<file path="config.mk">
export PLATFORM = sky130hd
export DESIGN_NAME = single_wire_pad_responder_unit
export DESIGN_NICKNAME = d
export VERILOG_FILES = /design/src/swpr_pkg.sv /design/src/single_wire_pad_responder_unit.sv /design/src/swpr_cfg_regs.sv /design/src/swpr_in_stage.sv /design/src/swpr_core.sv /design/src/swpr_out_stage.sv
export SDC_FILE = /design/constraint.sdc
export NUM_CORES = 1
export LEC_CHECK = 0
export ABC_AREA = 1
export BUFFER_PORTS_ARGS = -buffer_cell sky130_fd_sc_hd__buf_4
export CAP_MARGIN = 15
export CORE_ASPECT_RATIO = 1.5
export CORE_MARGIN = 1
export CORE_UTILIZATION = 45
export DETAILED_ROUTE_END_ITERATION = 7
export SETUP_SLACK_MARGIN = 0.02
export SYNTH_ARGS = -nofsm -noshare
export SYNTH_HDL_FRONTEND = slang
export SYNTH_SLANG_ARGS = --single-unit
</file>
<file path="constraint.sdc">
create_clock -name clk -period 6.4 [get_ports clk]
set_clock_uncertainty 0.15 [all_clocks]
set_input_delay 0.64 -clock clk [delete_from_list [all_inputs] [get_ports clk]]
set_output_delay 0.64 -clock clk [all_outputs]
set_load 0.01 [all_outputs]
</file>
<file path="src/swpr_pkg.sv">
// ----------------------------------------------------------------------------
// swpr_pkg
// Shared types and constants for the single-wire pad responder.
// ----------------------------------------------------------------------------
package swpr_pkg;

  localparam int unsigned COMMAND_BITS   = 8;
  localparam int unsigned RESPONSE_BYTES = 4;

  localparam int unsigned TICK_W  = 8;
  localparam int unsigned BIT_W   = 6;
  localparam int unsigned CMD_W   = 8;
  localparam int unsigned WORD_W  = 32;
  localparam int unsigned CFG_W   = 8;
  localparam int unsigned CFG_IDX_W = 2;

  localparam int unsigned IN_TDATA_W  = 40;
  localparam int unsigned OUT_TDATA_W = 16;

  localparam logic [CFG_IDX_W-1:0] CFG_TICKS_PER_US    = 2'd0;
  localparam logic [CFG_IDX_W-1:0] CFG_SAMPLE_DELAY    = 2'd1;
  localparam logic [CFG_IDX_W-1:0] CFG_LOW_WAIT_LIMIT  = 2'd2;
  localparam logic [CFG_IDX_W-1:0] CFG_HIGH_WAIT_LIMIT = 2'd3;

  localparam logic [CFG_W-1:0] RST_TICKS_PER_US    = 8'd16;
  localparam logic [CFG_W-1:0] RST_SAMPLE_DELAY    = 8'h20;
  localparam logic [CFG_W-1:0] RST_LOW_WAIT_LIMIT  = 8'h30;
  localparam logic [CFG_W-1:0] RST_HIGH_WAIT_LIMIT = 8'h3f;

  typedef enum logic [2:0] {
    PH_IDLE      = 3'd0,
    PH_SAMPLE    = 3'd1,
    PH_WAIT_HIGH = 3'd2,
    PH_WAIT_LOW  = 3'd3,
    PH_REPLY     = 3'd4,
    PH_STOP      = 3'd5
  } phase_t;

  typedef struct packed {
    logic [CFG_W-1:0] ticks_per_us;
    logic [CFG_W-1:0] sample_delay;
    logic [CFG_W-1:0] low_wait_limit;
    logic [CFG_W-1:0] high_wait_limit;
  } cfg_t;

  typedef struct packed {
    logic [WORD_W-1:0] response_word;
    logic              line_in;
  } item_t;

  typedef struct packed {
    logic             reply_done;
    logic             timeout_flag;
    logic [CMD_W-1:0] cmd_bits;
    logic             cmd_valid;
    logic             busy_res;
    logic             drive_low;
  } res_t;

endpackage

</file>
<file path="src/single_wire_pad_responder_unit.sv">
// ----------------------------------------------------------------------------
// single_wire_pad_responder_unit
// Device side of a pulse-width coded single-wire link, one line tick per beat.
// ----------------------------------------------------------------------------
//  channel | dir | signals                          | beat
//  in      | in  | in_tvalid/in_tready/in_tdata     | one sampled line tick
//  out     | out | out_tvalid/out_tready/out_tdata  | one result per tick
//  cfg     | in  | cfg_we/cfg_index/cfg_wdata       | one register write
//
//  One beat per cycle sustained while out takes every result; each beat passes
//  the input register, a state machine step and the result register.
//  Reset (rst_n low, synchronous) empties both registers, loads the default
//  timing registers and returns the state machine to idle; no clearing pass.
//  A stall on out holds the result and backs up into in_tready.
// ----------------------------------------------------------------------------
module single_wire_pad_responder_unit (
  input  logic                             clk,
  input  logic                             rst_n,
  input  logic                             in_tvalid,
  output logic                             in_tready,
  // [0] line_in, [32:1] response_word, [39:33] zero
  input  logic [swpr_pkg::IN_TDATA_W-1:0]  in_tdata,
  output logic                             out_tvalid,
  input  logic                             out_tready,
  // [0] drive_low, [1] busy_res, [2] cmd_valid, [10:3] cmd_bits,
  // [11] timeout_flag, [12] reply_done, [15:13] zero
  output logic [swpr_pkg::OUT_TDATA_W-1:0] out_tdata,
  input  logic                             cfg_we,
  input  logic [swpr_pkg::CFG_IDX_W-1:0]   cfg_index,
  input  logic [swpr_pkg::CFG_W-1:0]       cfg_wdata
);

  swpr_pkg::cfg_t  cfg;
  swpr_pkg::item_t item;
  swpr_pkg::res_t  res;
  logic            item_valid;
  logic            space;
  logic            take;

  assign take = item_valid && space;

  swpr_cfg_regs u_cfg (
    .clk       (clk),
    .rst_n     (rst_n),
    .cfg_we    (cfg_we),
    .cfg_index (cfg_index),
    .cfg_wdata (cfg_wdata),
    .cfg       (cfg)
  );

  swpr_in_stage u_in (
    .clk        (clk),
    .rst_n      (rst_n),
    .in_tvalid  (in_tvalid),
    .in_tready  (in_tready),
    .in_tdata   (in_tdata),
    .take       (take),
    .item_valid (item_valid),
    .item       (item)
  );

  swpr_core u_core (
    .clk   (clk),
    .rst_n (rst_n),
    .step  (take),
    .item  (item),
    .cfg   (cfg),
    .res   (res)
  );

  swpr_out_stage u_out (
    .clk        (clk),
    .rst_n      (rst_n),
    .load       (take),
    .res        (res),
    .space      (space),
    .out_tvalid (out_tvalid),
    .out_tready (out_tready),
    .out_tdata  (out_tdata)
  );

  a_valid_busy: assert property (@(posedge clk) disable iff (!rst_n)
    take && res.cmd_valid |-> res.busy_res && !res.timeout_flag)
    else $error("command complete without entering reply");

  a_end_idle: assert property (@(posedge clk) disable iff (!rst_n)
    take && (res.timeout_flag || res.reply_done) |-> !res.busy_res)
    else $error("abort or stop end left the block busy");

  a_drive_busy: assert property (@(posedge clk) disable iff (!rst_n)
    take && res.drive_low && !res.reply_done |-> res.busy_res)
    else $error("line driven outside a reply");

  a_item_hold: assert property (@(posedge clk) disable iff (!rst_n)
    item_valid && !space |=> item_valid && $stable(item))
    else $error("input register lost a stalled beat");

endmodule

</file>
<file path="src/swpr_cfg_regs.sv">
// ----------------------------------------------------------------------------
// swpr_cfg_regs
// Configuration register file, written through a plain write port.
// ----------------------------------------------------------------------------
module swpr_cfg_regs (
  input  logic                           clk,
  input  logic                           rst_n,
  input  logic                           cfg_we,
  input  logic [swpr_pkg::CFG_IDX_W-1:0] cfg_index,
  input  logic [swpr_pkg::CFG_W-1:0]     cfg_wdata,
  output swpr_pkg::cfg_t                 cfg
);

  swpr_pkg::cfg_t cfg_r;

  always_ff @(posedge clk) begin
    if (!rst_n) begin
      cfg_r.ticks_per_us    <= swpr_pkg::RST_TICKS_PER_US;
      cfg_r.sample_delay    <= swpr_pkg::RST_SAMPLE_DELAY;
      cfg_r.low_wait_limit  <= swpr_pkg::RST_LOW_WAIT_LIMIT;
      cfg_r.high_wait_limit <= swpr_pkg::RST_HIGH_WAIT_LIMIT;
    end else if (cfg_we) begin
      unique case (cfg_index)
        swpr_pkg::CFG_TICKS_PER_US:    cfg_r.ticks_per_us    <= cfg_wdata;
        swpr_pkg::CFG_SAMPLE_DELAY:    cfg_r.sample_delay    <= cfg_wdata;
        swpr_pkg::CFG_LOW_WAIT_LIMIT:  cfg_r.low_wait_limit  <= cfg_wdata;
        swpr_pkg::CFG_HIGH_WAIT_LIMIT: cfg_r.high_wait_limit <= cfg_wdata;
        default: ;
      endcase
    end
  end

  assign cfg = cfg_r;

endmodule

</file>
<file path="src/swpr_in_stage.sv">
// ----------------------------------------------------------------------------
// swpr_in_stage
// Input register: holds one sampled tick until the core consumes it.
// ----------------------------------------------------------------------------
module swpr_in_stage (
  input  logic                            clk,
  input  logic                            rst_n,
  input  logic                            in_tvalid,
  output logic                            in_tready,
  input  logic [swpr_pkg::IN_TDATA_W-1:0] in_tdata,
  input  logic                            take,
  output logic                            item_valid,
  output swpr_pkg::item_t                 item
);

  logic            valid_r;
  logic            valid_nxt;
  swpr_pkg::item_t item_r;

  assign in_tready = !valid_r || take;
  assign valid_nxt = in_tready ? in_tvalid : valid_r;

  always_ff @(posedge clk) begin
    if (!rst_n) begin
      valid_r <= 1'b0;
    end else begin
      valid_r <= valid_nxt;
    end
  end

  always_ff @(posedge clk) begin
    if (in_tvalid && in_tready) begin
      item_r.line_in       <= in_tdata[0];
      item_r.response_word <= in_tdata[swpr_pkg::WORD_W:1];
    end
  end

  assign item_valid = valid_r;
  assign item       = item_r;

endmodule

</file>
<file path="src/swpr_core.sv">
// ----------------------------------------------------------------------------
// swpr_core
// Receive/reply state machine; advances one line tick per step.
// ----------------------------------------------------------------------------
module swpr_core (
  input  logic            clk,
  input  logic            rst_n,
  input  logic            step,
  input  swpr_pkg::item_t item,
  input  swpr_pkg::cfg_t  cfg,
  output swpr_pkg::res_t  res
);

  localparam int unsigned TW = swpr_pkg::TICK_W;
  localparam int unsigned BW = swpr_pkg::BIT_W;
  localparam int unsigned WW = swpr_pkg::WORD_W;
  localparam int unsigned CW = swpr_pkg::CMD_W;
  localparam logic [BW-1:0] CMD_END   = BW'(swpr_pkg::COMMAND_BITS);
  localparam logic [BW-1:0] REPLY_END = BW'(swpr_pkg::RESPONSE_BYTES * 8);

  swpr_pkg::phase_t phase_r, phase_nxt;
  logic [TW-1:0] tick_count_r, tick_count_nxt;
  logic [BW-1:0] bit_count_r, bit_count_nxt;
  logic [WW-1:0] reply_shift_r, reply_shift_nxt;
  logic [CW-1:0] cmd_shift_r, cmd_shift_nxt;
  logic [1:0]    us_count_r, us_count_nxt;

  logic [TW-1:0] tc_inc;
  logic [BW-1:0] bc_inc;
  logic [TW-1:0] us_ticks;
  logic          sample_hit, us_hit, high_tmo, low_tmo, cmd_done, reply_end, us_wrap;
  logic          line;
  logic          drive, valid, tmo, done;

  assign line       = item.line_in;
  assign tc_inc     = tick_count_r + TW'(1);
  assign bc_inc     = bit_count_r + BW'(1);
  assign us_ticks   = (cfg.ticks_per_us == '0) ? TW'(1) : cfg.ticks_per_us;
  assign sample_hit = (tc_inc >= cfg.sample_delay) || (tc_inc == '0);
  assign us_hit     = tc_inc >= us_ticks;
  assign high_tmo   = tc_inc >= cfg.high_wait_limit;
  assign low_tmo    = tc_inc >= cfg.low_wait_limit;
  assign cmd_done   = bc_inc >= CMD_END;
  assign reply_end  = bc_inc >= REPLY_END;
  assign us_wrap    = us_count_r == 2'd3;

  // next phase
  always_comb begin
    phase_nxt = phase_r;
    unique case (phase_r)
      swpr_pkg::PH_SAMPLE: begin
        if (sample_hit) begin
          phase_nxt = cmd_done ? swpr_pkg::PH_REPLY : swpr_pkg::PH_WAIT_HIGH;
        end
      end
      swpr_pkg::PH_WAIT_HIGH: begin
        if (line) begin
          phase_nxt = swpr_pkg::PH_WAIT_LOW;
        end else if (high_tmo) begin
          phase_nxt = swpr_pkg::PH_IDLE;
        end
      end
      swpr_pkg::PH_WAIT_LOW: begin
        if (!line) begin
          phase_nxt = swpr_pkg::PH_SAMPLE;
        end else if (low_tmo) begin
          phase_nxt = swpr_pkg::PH_IDLE;
        end
      end
      swpr_pkg::PH_REPLY: begin
        if (us_hit && us_wrap && reply_end) begin
          phase_nxt = swpr_pkg::PH_STOP;
        end
      end
      swpr_pkg::PH_STOP: begin
        if (us_hit) begin
          phase_nxt = swpr_pkg::PH_IDLE;
        end
      end
      default: begin
        phase_nxt = line ? swpr_pkg::PH_IDLE : swpr_pkg::PH_SAMPLE;
      end
    endcase
  end

  // counters, shifters and per-tick flags
  always_comb begin
    tick_count_nxt  = tick_count_r;
    bit_count_nxt   = bit_count_r;
    reply_shift_nxt = reply_shift_r;
    cmd_shift_nxt   = cmd_shift_r;
    us_count_nxt    = us_count_r;
    drive = 1'b0;
    valid = 1'b0;
    tmo   = 1'b0;
    done  = 1'b0;
    unique case (phase_r)
      swpr_pkg::PH_SAMPLE: begin
        tick_count_nxt = tc_inc;
        if (sample_hit) begin
          cmd_shift_nxt  = {cmd_shift_r[CW-2:0], line};
          bit_count_nxt  = bc_inc;
          tick_count_nxt = '0;
          if (cmd_done) begin
            valid           = 1'b1;
            reply_shift_nxt = item.response_word;
            bit_count_nxt   = '0;
            us_count_nxt    = '0;
          end
        end
      end
      swpr_pkg::PH_WAIT_HIGH: begin
        if (line) begin
          tick_count_nxt = '0;
        end else begin
          tick_count_nxt = tc_inc;
          if (high_tmo) begin
            tmo            = 1'b1;
            tick_count_nxt = '0;
          end
        end
      end
      swpr_pkg::PH_WAIT_LOW: begin
        if (!line) begin
          tick_count_nxt = '0;
        end else begin
          tick_count_nxt = tc_inc;
          if (low_tmo) begin
            tmo            = 1'b1;
            tick_count_nxt = '0;
          end
        end
      end
      swpr_pkg::PH_REPLY: begin
        drive = (us_count_r == 2'd0) || (us_count_r != 2'd3 && !reply_shift_r[WW-1]);
        tick_count_nxt = tc_inc;
        if (us_hit) begin
          tick_count_nxt = '0;
          us_count_nxt   = us_count_r + 2'd1;
          if (us_wrap) begin
            reply_shift_nxt = {reply_shift_r[WW-2:0], 1'b0};
            bit_count_nxt   = bc_inc;
          end
        end
      end
      swpr_pkg::PH_STOP: begin
        drive          = 1'b1;
        tick_count_nxt = tc_inc;
        if (us_hit) begin
          done           = 1'b1;
          tick_count_nxt = '0;
          bit_count_nxt  = '0;
        end
      end
      default: begin
        if (!line) begin
          tick_count_nxt = '0;
          bit_count_nxt  = '0;
          cmd_shift_nxt  = '0;
        end
      end
    endcase
  end

  always_ff @(posedge clk) begin
    if (!rst_n) begin
      phase_r       <= swpr_pkg::PH_IDLE;
      tick_count_r  <= '0;
      bit_count_r   <= '0;
      reply_shift_r <= '0;
      cmd_shift_r   <= '0;
      us_count_r    <= '0;
    end else if (step) begin
      phase_r       <= phase_nxt;
      tick_count_r  <= tick_count_nxt;
      bit_count_r   <= bit_count_nxt;
      reply_shift_r <= reply_shift_nxt;
      cmd_shift_r   <= cmd_shift_nxt;
      us_count_r    <= us_count_nxt;
    end
  end

  assign res.drive_low    = drive;
  assign res.busy_res     = phase_nxt != swpr_pkg::PH_IDLE;
  assign res.cmd_valid    = valid;
  assign res.cmd_bits     = cmd_shift_nxt;
  assign res.timeout_flag = tmo;
  assign res.reply_done   = done;

endmodule

</file>
<file path="src/swpr_out_stage.sv">
// ----------------------------------------------------------------------------
// swpr_out_stage
// Result register: holds one result beat until the sink takes it.
// ----------------------------------------------------------------------------
module swpr_out_stage (
  input  logic                             clk,
  input  logic                             rst_n,
  input  logic                             load,
  input  swpr_pkg::res_t                   res,
  output logic                             space,
  output logic                             out_tvalid,
  input  logic                             out_tready,
  output logic [swpr_pkg::OUT_TDATA_W-1:0] out_tdata
);

  localparam int unsigned RES_W = $bits(swpr_pkg::res_t);

  logic           valid_r;
  logic           valid_nxt;
  swpr_pkg::res_t res_r;

  assign space     = !valid_r || out_tready;
  assign valid_nxt = load || (valid_r && !out_tready);

  always_ff @(posedge clk) begin
    if (!rst_n) begin
      valid_r <= 1'b0;
    end else begin
      valid_r <= valid_nxt;
    end
  end

  always_ff @(posedge clk) begin
    if (load) begin
      res_r <= res;
    end
  end

  assign out_tvalid = valid_r;
  assign out_tdata  = {{(swpr_pkg::OUT_TDATA_W - RES_W){1'b0}}, res_r};

endmodule

</file>
Word-level counts from Yosys, hierarchy flattened
Cells that the tools add are included.
{"block": "op_classes", "n_eq_ne": 17, "n_lt_le_gt_ge": 6, "add_sub_neg": 3, "reduce_logical": 33, "n_bitwise": 1, "n_mux": 46}
{"cell": "32-bit 2-to-1 mux", "n": 4}
{"cell": "8-bit 2-to-1 mux", "n": 10}
{"cell": "32-bit case mux with 2 select lines", "n": 1}
{"cell": "6-bit 2-to-1 mux", "n": 6}
{"cell": "8-bit greater-or-equal comparator", "n": 4}
{"cell": "8-bit case mux with 4 select lines", "n": 1}
{"cell": "3-bit 2-to-1 mux", "n": 8}
{"cell": "6-bit case mux with 4 select lines", "n": 1}
{"cell": "8-bit zero test", "n": 2}
{"cell": "8-bit case mux with 2 select lines", "n": 1}
{"cell": "3-bit case mux with 5 select lines", "n": 1}
{"cell": "2-bit AND reduction", "n": 6}
{"cell": "2-bit by 1-bit != test with 1-bit output (second input constant)", "n": 5}
{"cell": "8-bit by 1-bit adder with 8-bit output (second input constant)", "n": 1}
{"cell": "1-bit 2-to-1 mux", "n": 7}
{"cell": "7-bit AND reduction", "n": 1}
{"cell": "6-bit by 1-bit adder with 6-bit output (second input constant)", "n": 1}
{"cell": "2-bit equality test (second input constant)", "n": 3}
{"cell": "3-bit by 2-bit equality test with 1-bit output (second input constant)", "n": 2}
{"cell": "3-bit equality test (second input constant)", "n": 2}
{"cell": "6-bit by 4-bit greater-or-equal comparator with 1-bit output (second input constant)", "n": 1}
{"cell": "6-bit greater-or-equal comparator (second input constant)", "n": 1}
{"cell": "1-bit logical AND", "n": 6}
{"cell": "2-bit 2-to-1 mux", "n": 3}
{"cell": "18 further kinds", "n": 28}
{"block": "word_totals", "wordCells": 126, "output_inout_bits": 18, "reg_bits": 139, "input_bits": 55}

Depth between registers and ports, before layout
Gate-level depths: netlist (run 1).
{"block": "logic_depth", "word_depth": 8, "ltp_mapped": 20, "ltp_nobuf": 20}

Modules after synthesis
From an unflattened synthesis (run 1), not the netlist that was laid out.
{"block": "hier_totals", "cells_unflattened": 988, "hier_area_um2": 7185.6}
{"mod": "swpr_core", "n_inst": 1, "seq_area_each_um2": 1181.1, "cells_per_inst": 732, "area_each_um2": 4380.5}
{"mod": "swpr_cfg_regs", "n_inst": 1, "seq_area_each_um2": 640.6, "cells_per_inst": 191, "area_each_um2": 1292.5}
{"mod": "swpr_in_stage", "n_inst": 1, "seq_area_each_um2": 1011.0, "cells_per_inst": 40, "area_each_um2": 1042.2}
{"mod": "swpr_out_stage", "n_inst": 1, "seq_area_each_um2": 410.4, "cells_per_inst": 23, "area_each_um2": 462.9}
{"mod": "single_wire_pad_responder_unit", "n_inst": 1, "seq_area_each_um2": 0.0, "cells_per_inst": 2, "area_each_um2": 7.5}

Worst setup path before layout (run 1)
Ideal clock, no wire load.
{"block": "synth_path", "path_type": "flip-flop to flip-flop", "from": "register u_core.tick_count_r[0]", "to": "register u_out.res_r, in the netlist u_out.out_tdata[1], data pin", "synth_period_minus_slack_ns": 2.674, "path_slack_ns": 3.726, "setup_ns": 0.259, "t_required_ns": 5.991, "path_buffers": 0, "t_arrival_ns": 2.265, "stages_incl_launch_ff": 17, "cell_sequence": "dfxtp_1 ha_1 nand2_1 nor2_1 nand3_1 nand2_1 inv_1 ha_1 nand2_1 o21a_1 nand2_1 nor2_1 nand2_2 nand3_1 nand3_1 nand2_1 nand3_1"}
{"item": "start: declaration", "line_no": "swpr_core.sv:22", "source": "logic [TW-1:0] tick_count_r, tick_count_nxt;"}
{"item": "start signal: assignment", "line_no": "swpr_core.sv:175", "source": "tick_count_r <= tick_count_nxt;"}
{"item": "end signal: assignment", "line_no": "swpr_out_stage.sv:35", "source": "res_r <= res;"}
{"item": "end: declaration", "line_no": "swpr_out_stage.sv:20", "source": "swpr_pkg::res_t res_r;"}

Worst setup path after layout (run 1)
{"block": "layout_path", "from": "register u_core.tick_count_r[0]", "to": "register u_core.reply_shift_r[0]"}
{"block": "layout_between", "elab_chain_len": 5, "elab_cells_between_ends": 8, "cone_classes": "add/sub: 1; order compare: 2; eq/ne: 2; reduce/logical: 3"}
{"item": "8-bit by 1-bit adder with 8-bit output *", "line_no": "swpr_core.sv:36", "source": "assign tc_inc = tick_count_r + TW'(1);"}
{"item": "8-bit greater-or-equal comparator / 8-bit zero test (equally long branches)", "line_no": "swpr_core.sv:39", "source": "assign sample_hit = (tc_inc >= cfg.sample_delay) || (tc_inc == '0);"}
{"item": "1-bit logical OR", "line_no": "swpr_core.sv:39"}
{"item": "2-bit by 1-bit != test with 1-bit output (no line)"}
{"item": "6-bit AND reduction (no line) *"}
{"item": "end signal: assignment", "line_no": "swpr_core.sv:177", "source": "reply_shift_r <= reply_shift_nxt;"}
{"item": "end: declaration", "line_no": "swpr_core.sv:24", "source": "logic [WW-1:0] reply_shift_r, reply_shift_nxt;"}
Every way passes the cells marked *; elsewhere a longest branch is shown, timed or not.
A chain may end at the register's enable or synchronous reset.

==> impl_metrics.env, run 1 <==
export IMPL_status="completed"
export IMPL_crit_arrival_ns=3.80
export IMPL_hold_viol=0
export IMPL_synth_edf_count=46
export IMPL_grt_max_degree=69
export IMPL_syn_cell_area_um2=6910
export IMPL_critPathKind="flip-flop to flip-flop"
export IMPL_start_kind="flip-flop"
export IMPL_peakVddDrop_mv=0.147
export IMPL_cts_tree="done"
export IMPL_fin_hold_ws_ns=0.238
export IMPL_cts_max_path_buffers=2
export IMPL_drive_gt1_share_pct=10.7
export IMPL_clock_latency_ns=0.42
export IMPL_drtIter0Drc=227
export IMPL_finalSetupViolCount=0
export IMPL_final_setup_tns_ns=0
export IMPL_async_flop_share_pct=0
export IMPL_viasPerCell=4.83
export IMPL_antenna_found_initial=0
export IMPL_hpwlAfterDp_um=9870
export IMPL_grt_pass1_wl_um=24500
export IMPL_synth_seq_area_share_pct=46.9
export IMPL_syn_avg_cell_area_um2=7.63
export IMPL_worstMarginPinSlew_ns=1.09
export IMPL_synth_warnings=0
export IMPL_io_buffers=62
export IMPL_critPathBufInv=1
export IMPL_p_per_area_nw_per_um2=264
export IMPL_cp_cell_sequence="ha_1 > nand2_1 > nor2_1 > nand2_1 > nand2_1 > nand2_1 > inv_1 > ha_1 > nand2_1 > o21a_1 > nand2_1 > nor2_1 > nand3_4 > nand3_4 > nand2_1 > o21ai_0 > nor2_1"
export IMPL_synth_top_area_share_pct=27.0
export IMPL_hold_path_class="input pin to flip-flop"
export IMPL_area_delta_synth_final_pct=16.2
export IMPL_synthFlopType="dfxtp_1"
export IMPL_gp_congestion=0.823
export IMPL_nNetsFinal=1050
export IMPL_cts_setup_buffers=0
export IMPL_cts_resized=0
export IMPL_synth_area_leaders="dfxtp_1 27%, edfxtp_1 20%, nand2_1 12%, inv_1 6.9%, ha_1 6.9%"
export IMPL_maxSlewViolCount=0
export IMPL_core_area_um2=15100
export IMPL_cp_max_fo=63
export IMPL_rsz0062_at_grt="no"
export IMPL_critPathSlowestCell="nand3_4"
export IMPL_leakagePower_nw=3.83
export IMPL_ant_nets=0
export IMPL_fp_dieH_um=154
export IMPL_grt_pass1_vias=5398
export IMPL_dieArea_um2=15900
export IMPL_drcViolationCount=0
export IMPL_max_freq_ghz=0.272
export IMPL_synth_top_area_cell="dfxtp_1"
export IMPL_synthTopCellsByCount="220 x nand2_1, 127 x inv_1, 124 x nor2_1"
export IMPL_pin_count=73
export IMPL_wirelength_um=14500
export IMPL_period_minus_slack_ns=3.67
export IMPL_cts_made_buffers=17
export IMPL_end_kind="flip-flop"
export IMPL_vias=5644
export IMPL_synth_cells=905
export IMPL_ys_seq_elements=139
export IMPL_yosysMostFrequentCell="nand2_1"
export IMPL_yosysUniqueCellTypes=37
export IMPL_num_rows=55
export IMPL_critPathRequiredTime_ns=6.52
export IMPL_grt_ovfl_total=0
export IMPL_cts_root_buf="clkbuf_16"
export IMPL_drv_cap=0
export IMPL_path_clk_slew_ns=0.06
export IMPL_cpLargestDelayFamily="simple AND/OR/NAND/NOR gates"
export IMPL_path_common_cell="nand2_1"
export IMPL_hold_buffers=0
export IMPL_drt_first_pass_iters=4
export IMPL_htree_levels=4
export IMPL_fin_crit_sh_pct=57.4
export IMPL_initial_core_util_pct=45.8
export IMPL_track_usage_pct=20.0
export IMPL_cpPeakStageDelay_ns=0.55
export IMPL_cts_sinks=139
export IMPL_wl_per_cell_um=12.4
export IMPL_antenna_cells=0
export IMPL_max_slew_margin_pct=27.1
export IMPL_die_x_um=103
export IMPL_n_fill_cell=1464
## placed cells by master, fill, tap and decap left out, types with 15 or more instances in the layout
master / n
a21oi_1: 58
buf_4: 64
clkbuf_16: 17
dfxtp_1: 93
edfxtp_1: 46
ha_1: 38
inv_1: 126
nand2_1: 220
nand3_1: 42
nand4_1: 15
nor2_1: 124
o21ai_0: 70
## logic make-up after synthesis
family,count (synthesis),share of synthesized area [%]
XOR/XNOR,1,0.127
AND/OR/NAND/NOR,419,25.3
buffers and inverters,163,9.62
AO/OA/AOI/OAI,144,11.0
flip-flops,139,46.9
other,1,0.0543
adder cells (fa/ha/maj),38,6.88
## worst reg2reg max path: cells and delay by family, from the launching register on
| family | cells | cell delay (ns) |
|---|---|---|
| flops | 1 | 0.54 |
| simple gates | 12 | 1.89 |
| buf+inv | 1 | 0.18 |
| fa+ha+maj | 2 | 0.52 |
| compound gates | 2 | 0.24 |
## metrics by stage
step           std cells  cell area (µm²)  utilization [%]  setup slack [ns]  power [mW]
2_1_floorplan        907             6920                -              3.73        1.13
3_3_place_gp        1137             7470             49.6              2.73        1.20
3_5_place_dp        1137             7470             49.6              2.70        1.20
4_1_cts             1169             8030             53.3              2.68        2.15
5_1_grt             1169             8030             53.3              2.33        2.22
6_report            1169             8030             53.3              2.73        2.12
## state kept, by name, summed over array words and instances, names as in the netlist
| register | count |
|---|---|
| u_core.phase_r | 3 |
| u_in.item_valid | 1 |
| u_cfg.cfg | 32 |
| u_core.cmd_shift_r | 8 |
| u_core.reply_shift_r | 32 |
| u_core.tick_count_r | 8 |
| u_in.item | 33 |
| u_out.out_tdata | 13 |
| u_core.bit_count_r | 6 |
| u_core.us_count_r | 2 |
| u_out.out_tvalid | 1 |
## final timing paths
path,startpoint,endpoint,slack [ns],cells past startpoint
max,u_core.tick_count_r[0]$_SDFFE_PN0P_,u_core.reply_shift_r[0]$_SDFFE_PN0P_,2.73,17
min,in_tdata[19],u_in.item[19]$_DFFE_PP_,0.24,1
max reg2reg,u_core.tick_count_r[0]$_SDFFE_PN0P_,u_core.reply_shift_r[0]$_SDFFE_PN0P_,2.73,17
min reg2reg,u_cfg.cfg[18]$_SDFFE_PN0P_,u_cfg.cfg[18]$_SDFFE_PN0P_,0.31,2
## metal layers
metal / part of all wire [%] / vias up / GRT usage (%)
met3: 3.9 / 15 / 5.36
met1: 42 / 2552 / 21.9
met4: 1.5 / 0 / 7.78
met2: 52 / 76 / 35.8
li1: - / 3001 / -
met5: 0 / - / 0
## power breakdown
part / total [mW] / switching (mW) / internal [mW]
clock network: 0.935 / 0.357 / 0.579
registers: 0.975 / 0.0170 / 0.958
logic: 0.209 / 0.133 / 0.0757
total: 2.12 / 0.507 / 1.61
## final cells by class
class / instances / area, µm² / share of cell area (%)
flip-flops and latches: 139 / 3240 / 40.4
well taps: 199 / 249 / 3.10
inverters: 130 / 488 / 6.08
repair buffers: 64 / 480 / 5.99
clock buffers: 23 / 458 / 5.71
clock inverters: 9 / 98.8 / 1.23
multi-input cells: 605 / 3010 / 37.5
No activity file was read; power rests on OpenSTA's default activity.
==> run 2, diff against run 1 <==
--- a/config.mk
+++ b/config.mk
@@ -12,6 +12,7 @@
 export CORE_MARGIN = 1
 export CORE_UTILIZATION = 45
 export DETAILED_ROUTE_END_ITERATION = 7
+export PLACE_DENSITY = 0.66
 export SETUP_SLACK_MARGIN = 0.02
 export SYNTH_ARGS = -nofsm -noshare
 export SYNTH_HDL_FRONTEND = slang
==> constraint.sdc (replaced) <==
create_clock -name clk -period 3.2 [get_ports clk]
set_clock_uncertainty 0.15 [all_clocks]
set_input_delay 0.32 -clock clk [delete_from_list [all_inputs] [get_ports clk]]
set_output_delay 0.32 -clock clk [all_outputs]
set_load 0.01 [all_outputs]
==> impl_metrics.env, run 2 (synthesis results as in run 1) <==
export IMPL_rsz0062_at_grt="no"
export IMPL_pin_count=73
export IMPL_leakagePower_nw=4.06
export IMPL_initial_core_util_pct=45.8
export IMPL_vias=5843
export IMPL_hpwlAfterDp_um=10100
export IMPL_peakVddDrop_mv=0.308
export IMPL_htree_levels=4
export IMPL_crit_arrival_ns=3.04
export IMPL_final_instance_count_excl_fill=1215
export IMPL_critPathKind="flip-flop to flip-flop"
export IMPL_cts_root_buf="clkbuf_16"
export IMPL_period_minus_slack_ns=2.89
export IMPL_largest_reg_flops=33
export IMPL_fp_dieH_um=154
export IMPL_drtIter0Drc=288
export IMPL_grt_pass1_wl_um=24800
export IMPL_max_freq_ghz=0.346
export IMPL_core_area_um2=15100
export IMPL_path_clk_slew_ns=0.06
export IMPL_maxSlewViolCount=0
export IMPL_placed_cells=1148
export IMPL_max_slew_margin_pct=51.2
export IMPL_fin_hold_ws_ns=0.0137
export IMPL_antenna_found_initial=0
export IMPL_nNetsFinal=1096
export IMPL_end_kind="flip-flop"
export IMPL_ant_nets=0
export IMPL_drcViolationCount=0
export IMPL_io_buffers=62
export IMPL_clock_latency_ns=0.41
export IMPL_drive_gt1_share_pct=12.0
export IMPL_wirelength_um=15000
export IMPL_hold_viol=0
export IMPL_p_total_mw=4.35
export IMPL_grt_pass1_vias=5509
export IMPL_dieArea_um2=15900
export IMPL_fin_crit_sh_pct=90.2
export IMPL_grt_ovfl_total=0
export IMPL_cts_tree="done"
export IMPL_cts_sinks=139
export IMPL_p_per_area_nw_per_um2=511
export IMPL_finalSetupViolCount=0
export IMPL_antenna_cells=0
export IMPL_status="completed"
export IMPL_grt_max_degree=67
export IMPL_final_setup_tns_ns=0
export IMPL_die_x_um=103
export IMPL_cts_made_buffers=17
export IMPL_cts_setup_buffers=0
export IMPL_area_delta_synth_final_pct=23.4
export IMPL_num_rows=55
export IMPL_drv_cap=0
export IMPL_final_cell_mix="218 x nand2_1, 125 x inv_1, 124 x nor2_1, 93 x dfxtp_1, 73 x buf_4"
export IMPL_worstMarginPinSlew_ns=0.730
export IMPL_wl_per_cell_um=12.3
export IMPL_hold_path_class="input pin to flip-flop"
export IMPL_layout_commonest_cell="nand2_1"
export IMPL_track_usage_pct=20.0
export IMPL_gp_congestion=0.872
export IMPL_cp_max_fo=19
export IMPL_cts_max_path_buffers=2
export IMPL_viasPerCell=4.81
export IMPL_post_route_util_pct=56.6
export IMPL_start_kind="flip-flop"
export IMPL_critPathRequiredTime_ns=3.35
export IMPL_drt_first_pass_iters=4
==> run 2: cell types whose count changed in the layout (fill, tap and decap cells not counted), moves of 2 or more <==
cell and change:
clkbuf_1 -3, dlygate4sd3_1 +34, clkinvlp_4 +2, nand2_2 +2
buf_4 +9, nand2_1 -2, buf_12 +2
==> run 2: layout make-up <==
class	instances	area, µm²
clock inverters	11	120
inverters	130	488
fillers	1378	6540
flip-flops and latches	139	3240
repair buffers	110	953
multi-input cells	605	3010
clock buffers	21	460
well taps	199	249
==> run 2: path summary, 6_finish.rpt <==
check                                                    startpoint                                    end  slack, ns  depth (start not counted)
worst min-delay path                                   cfg_wdata[1]              u_cfg.cfg[1]$_SDFFE_PN1P_       0.01                          3
worst max-delay path            u_core.tick_count_r[0]$_SDFFE_PN0P_  u_core.reply_shift_r[28]$_SDFFE_PN0P_       0.31                         17
worst max register to register  u_core.tick_count_r[0]$_SDFFE_PN0P_  u_core.reply_shift_r[28]$_SDFFE_PN0P_       0.31                         17
worst min register to register            u_cfg.cfg[7]$_SDFFE_PN0P_              u_cfg.cfg[7]$_SDFFE_PN0P_       0.31                          2
==> run 2: report_power, final <==
| part | switching, mW | leakage, nW | internal [mW] |
|---|---|---|---|
| combinational | 0.279 | 2.58 | 0.188 |
| clock | 0.753 | 0.275 | 1.19 |
| sequential | 0.0336 | 1.20 | 1.91 |
| total | 1.07 | 4.06 | 3.29 |
==> run 2: metrics by stage <==
step           instance area (µm²)  setup WS [ns]
6_report                      8530          0.313
5_1_grt                       8530         0.0351
4_1_cts                       8500          0.162
3_5_place_dp                  7580          0.170
3_3_place_gp                  7580          0.201
2_1_floorplan                 6920          0.526
==> run 2: critical path, stage by stage (launching register included) <==
cell and delay (ns):
dfxtp_1 0.38, ha_1 0.21, nand2_1 0.09, nor2_1 0.15, nand3_1 0.10, nand2_2 0.12
inv_2 0.08, ha_1 0.27, nand2_1 0.07, o21a_1 0.19, nand2_1 0.07, nor2_1 0.04
buf_4 0.15, nand3_4 0.15, nand3_4 0.16, clkbuf_16 0.22, nor2_1 0.11, nor2_1 0.06
==> run 2: routing by layer <==
layer | vias up | wire length [µm] | track usage [%]
met3 | 11 | 321 | 3.91
met2 | 63 | 8010 | 36.8
met1 | 2682 | 6450 | 22.3
li1 | 3087 | - | -
met5 | - | 0 | 0
met4 | 0 | 178 | 6.71
==> run 2: timing repair <==
item / 4_1_cts / 5_1_grt
gates resized for setup: 0 / 3
hold buffers: 34 / 0
endpoints found under the setup margin: 0 / 40
hold endpoints to repair: 34 / 0
==> run 3, diff against run 2 <==
--- a/config.mk
+++ b/config.mk
@@ -13,7 +13,9 @@
 export CORE_UTILIZATION = 45
 export DETAILED_ROUTE_END_ITERATION = 7
 export PLACE_DENSITY = 0.66
+export RECOVER_POWER = 100
 export SETUP_SLACK_MARGIN = 0.02
 export SYNTH_ARGS = -nofsm -noshare
 export SYNTH_HDL_FRONTEND = slang
 export SYNTH_SLANG_ARGS = --single-unit
+export TNS_END_PERCENT = 10
==> impl_metrics.env, run 3 (synthesis results as in run 1) <==
export IMPL_grt_pass1_wl_um=24800
export IMPL_critPathKind="flip-flop to flip-flop"
export IMPL_crit_arrival_ns=3.07
export IMPL_drcViolationCount=0
export IMPL_fp_dieH_um=154
export IMPL_leakagePower_nw=3.96
export IMPL_largest_reg_flops=33
export IMPL_p_sw_mw=1.06
export IMPL_clock_latency_ns=0.41
export IMPL_track_usage_pct=20.0
export IMPL_intPower_mw=3.27
export IMPL_cp_max_fo=21
export IMPL_fin_crit_sh_pct=91.0
export IMPL_drtIter0Drc=262
export IMPL_cpPeakStageDelay_ns=0.38
export IMPL_viasPerCell=4.79
export IMPL_worstMarginPinSlew_ns=1.84
export IMPL_path_common_cell="nand2_1"
export IMPL_path_clk_slew_ns=0.06
export IMPL_core_area_um2=15100
export IMPL_peakVddDrop_mv=0.306
export IMPL_grt_ovfl_total=0
export IMPL_nNetsFinal=1095
export IMPL_drt_first_pass_iters=4
export IMPL_wl_per_cell_um=12.1
export IMPL_p_per_area_nw_per_um2=515
export IMPL_end_kind="flip-flop"
export IMPL_final_cell_mix="218 x nand2_1, 125 x nor2_1, 125 x inv_1, 93 x dfxtp_1, 70 x o21ai_0"
export IMPL_gp_congestion=0.872
export IMPL_critPathSlowestCell="dfxtp_1"
export IMPL_switching_share_pct=24.4
export IMPL_cts_sinks=139
export IMPL_multi_input_area_um2=3010
export IMPL_period_minus_slack_ns=2.91
export IMPL_violations="capacitance limit, slew limit"
export IMPL_max_slew_margin_pct=-22.5
export IMPL_hpwlAfterDp_um=10100
export IMPL_cts_tree="done"
export IMPL_drv_cap=2
export IMPL_start_kind="flip-flop"
export IMPL_cts_max_path_buffers=2
export IMPL_layout_commonest_cell="nand2_1"
export IMPL_grt_max_degree=67
export IMPL_die_x_um=103
export IMPL_ant_nets=0
export IMPL_htree_levels=4
export IMPL_dieArea_um2=15900
export IMPL_num_rows=55
export IMPL_cp_cell_sequence="ha_1 > nand2_1 > nor2_1 > nand3_1 > nand2_2 > inv_2 > ha_1 > nand2_1 > o21a_1 > nand2_1 > nor2_1 > buf_4 > nand3_4 > nand3_4 > buf_4 > nand2_1 > nand2_1 > nor2_1"
export IMPL_finalSetupViolCount=0
export IMPL_drive_gt1_share_pct=9.85
export IMPL_max_freq_ghz=0.343
export IMPL_final_setup_tns_ns=0
export IMPL_rsz0062_at_grt="no"
export IMPL_wirelength_um=14700
export IMPL_n_fill_cell=1400
export IMPL_hold_viol=0
export IMPL_io_buffers=62
export IMPL_initial_core_util_pct=45.8
export IMPL_combPwrFrac_pct=10.4
export IMPL_status="finished with violations"
export IMPL_area_delta_synth_final_pct=21.8
export IMPL_vias=5815
export IMPL_cts_made_buffers=17
export IMPL_antenna_found_initial=0
export IMPL_seqCellArea_um2=3240
export IMPL_p_seq_share_pct=45.0
export IMPL_critPathRequiredTime_ns=3.35
export IMPL_grt_pass1_vias=5509
export IMPL_cts_setup_buffers=0
export IMPL_hold_path_class="input pin to flip-flop"
export IMPL_cts_root_buf="clkbuf_16"
export IMPL_antenna_cells=0
export IMPL_pin_count=73
export IMPL_fin_hold_ws_ns=0.0138
export IMPL_maxSlewViolCount=69
export IMPL_pwr_share_clk_pct=44.7
[run 3: changes by cell type in the layout (fill, tap and decap cells not counted)]
cell / delta
buf_12: -1
buf_4: -52
clkbuf_1: +20
clkbuf_16: -1
clkbuf_4: +33
nor2_1: +1
nor2_2: -1
[run 3: final timing paths]
path,from,endpoint,slack (ns),depth (start not counted)
max,u_core.tick_count_r[0]$_SDFFE_PN0P_,u_core.reply_shift_r[10]$_SDFFE_PN0P_,0.29,18
min,cfg_wdata[1],u_cfg.cfg[1]$_SDFFE_PN1P_,0.01,3
max reg2reg,u_core.tick_count_r[0]$_SDFFE_PN0P_,u_core.reply_shift_r[10]$_SDFFE_PN0P_,0.29,18
min reg2reg,u_cfg.cfg[7]$_SDFFE_PN0P_,u_cfg.cfg[7]$_SDFFE_PN0P_,0.31,2
[run 3: per-layer routing]
layer	wire length [µm]	vias up	share of wire [%]	GRT usage (%)
met5	0	-	0	0
met4	223	0	1.5	6.71
met3	291	13	2.0	3.91
met2	7750	57	53	36.8
met1	6390	2656	44	22.3
li1	-	3089	-	-
[run 3: cell type report]
| cell class | count | area share (%) |
|---|---|---|
| flip-flops and latches | 139 | 38.6 |
| multi-input cells | 605 | 35.8 |
| repair buffers | 109 | 10.0 |
| inverters | 130 | 5.80 |
| clock buffers | 21 | 5.47 |
| well taps | 199 | 2.96 |
| clock inverters | 11 | 1.43 |
[run 3: critical path, delay by kind of cell, from the launching register on]
kind	cells	cell delay, ns
fa+ha+maj	2	0.48
simple gates	12	1.18
buf+inv	3	0.47
compound gates	1	0.13
flops	1	0.38
[run 3: power groups by stage]
stage / Combinational [mW] / Sequential [mW] / Clock, mW
6_report: 0.449 / 1.95 / 1.93
5_1_grt: 0.515 / 1.96 / 2.06
4_1_cts: 0.465 / 1.95 / 1.97
3_5_place_dp: 0.429 / 1.99 / 0
3_3_place_gp: 0.423 / 1.98 / 0
2_1_floorplan: 0.286 / 1.98 / 0
[run 3: stage by stage]
stage / worst slack [ns] / std cells / total power, mW / utilization (%) / cell area [µm²]
floorplan: 0.526 / 907 / 2.27 / - / 6920
global placement: 0.201 / 1148 / 2.41 / 50.3 / 7580
detailed placement: 0.170 / 1148 / 2.41 / 50.3 / 7580
CTS: 0.162 / 1214 / 4.39 / 56.4 / 8500
global route: 0.0174 / 1214 / 4.53 / 55.8 / 8410
finish: 0.287 / 1214 / 4.33 / 55.8 / 8410
[run 3: what timing repair did]
item                                   CTS  global route
hold buffers                            34             0
gates resized for setup                  0             3
endpoints found under the hold margin   34             0
setup endpoints to repair                0            40
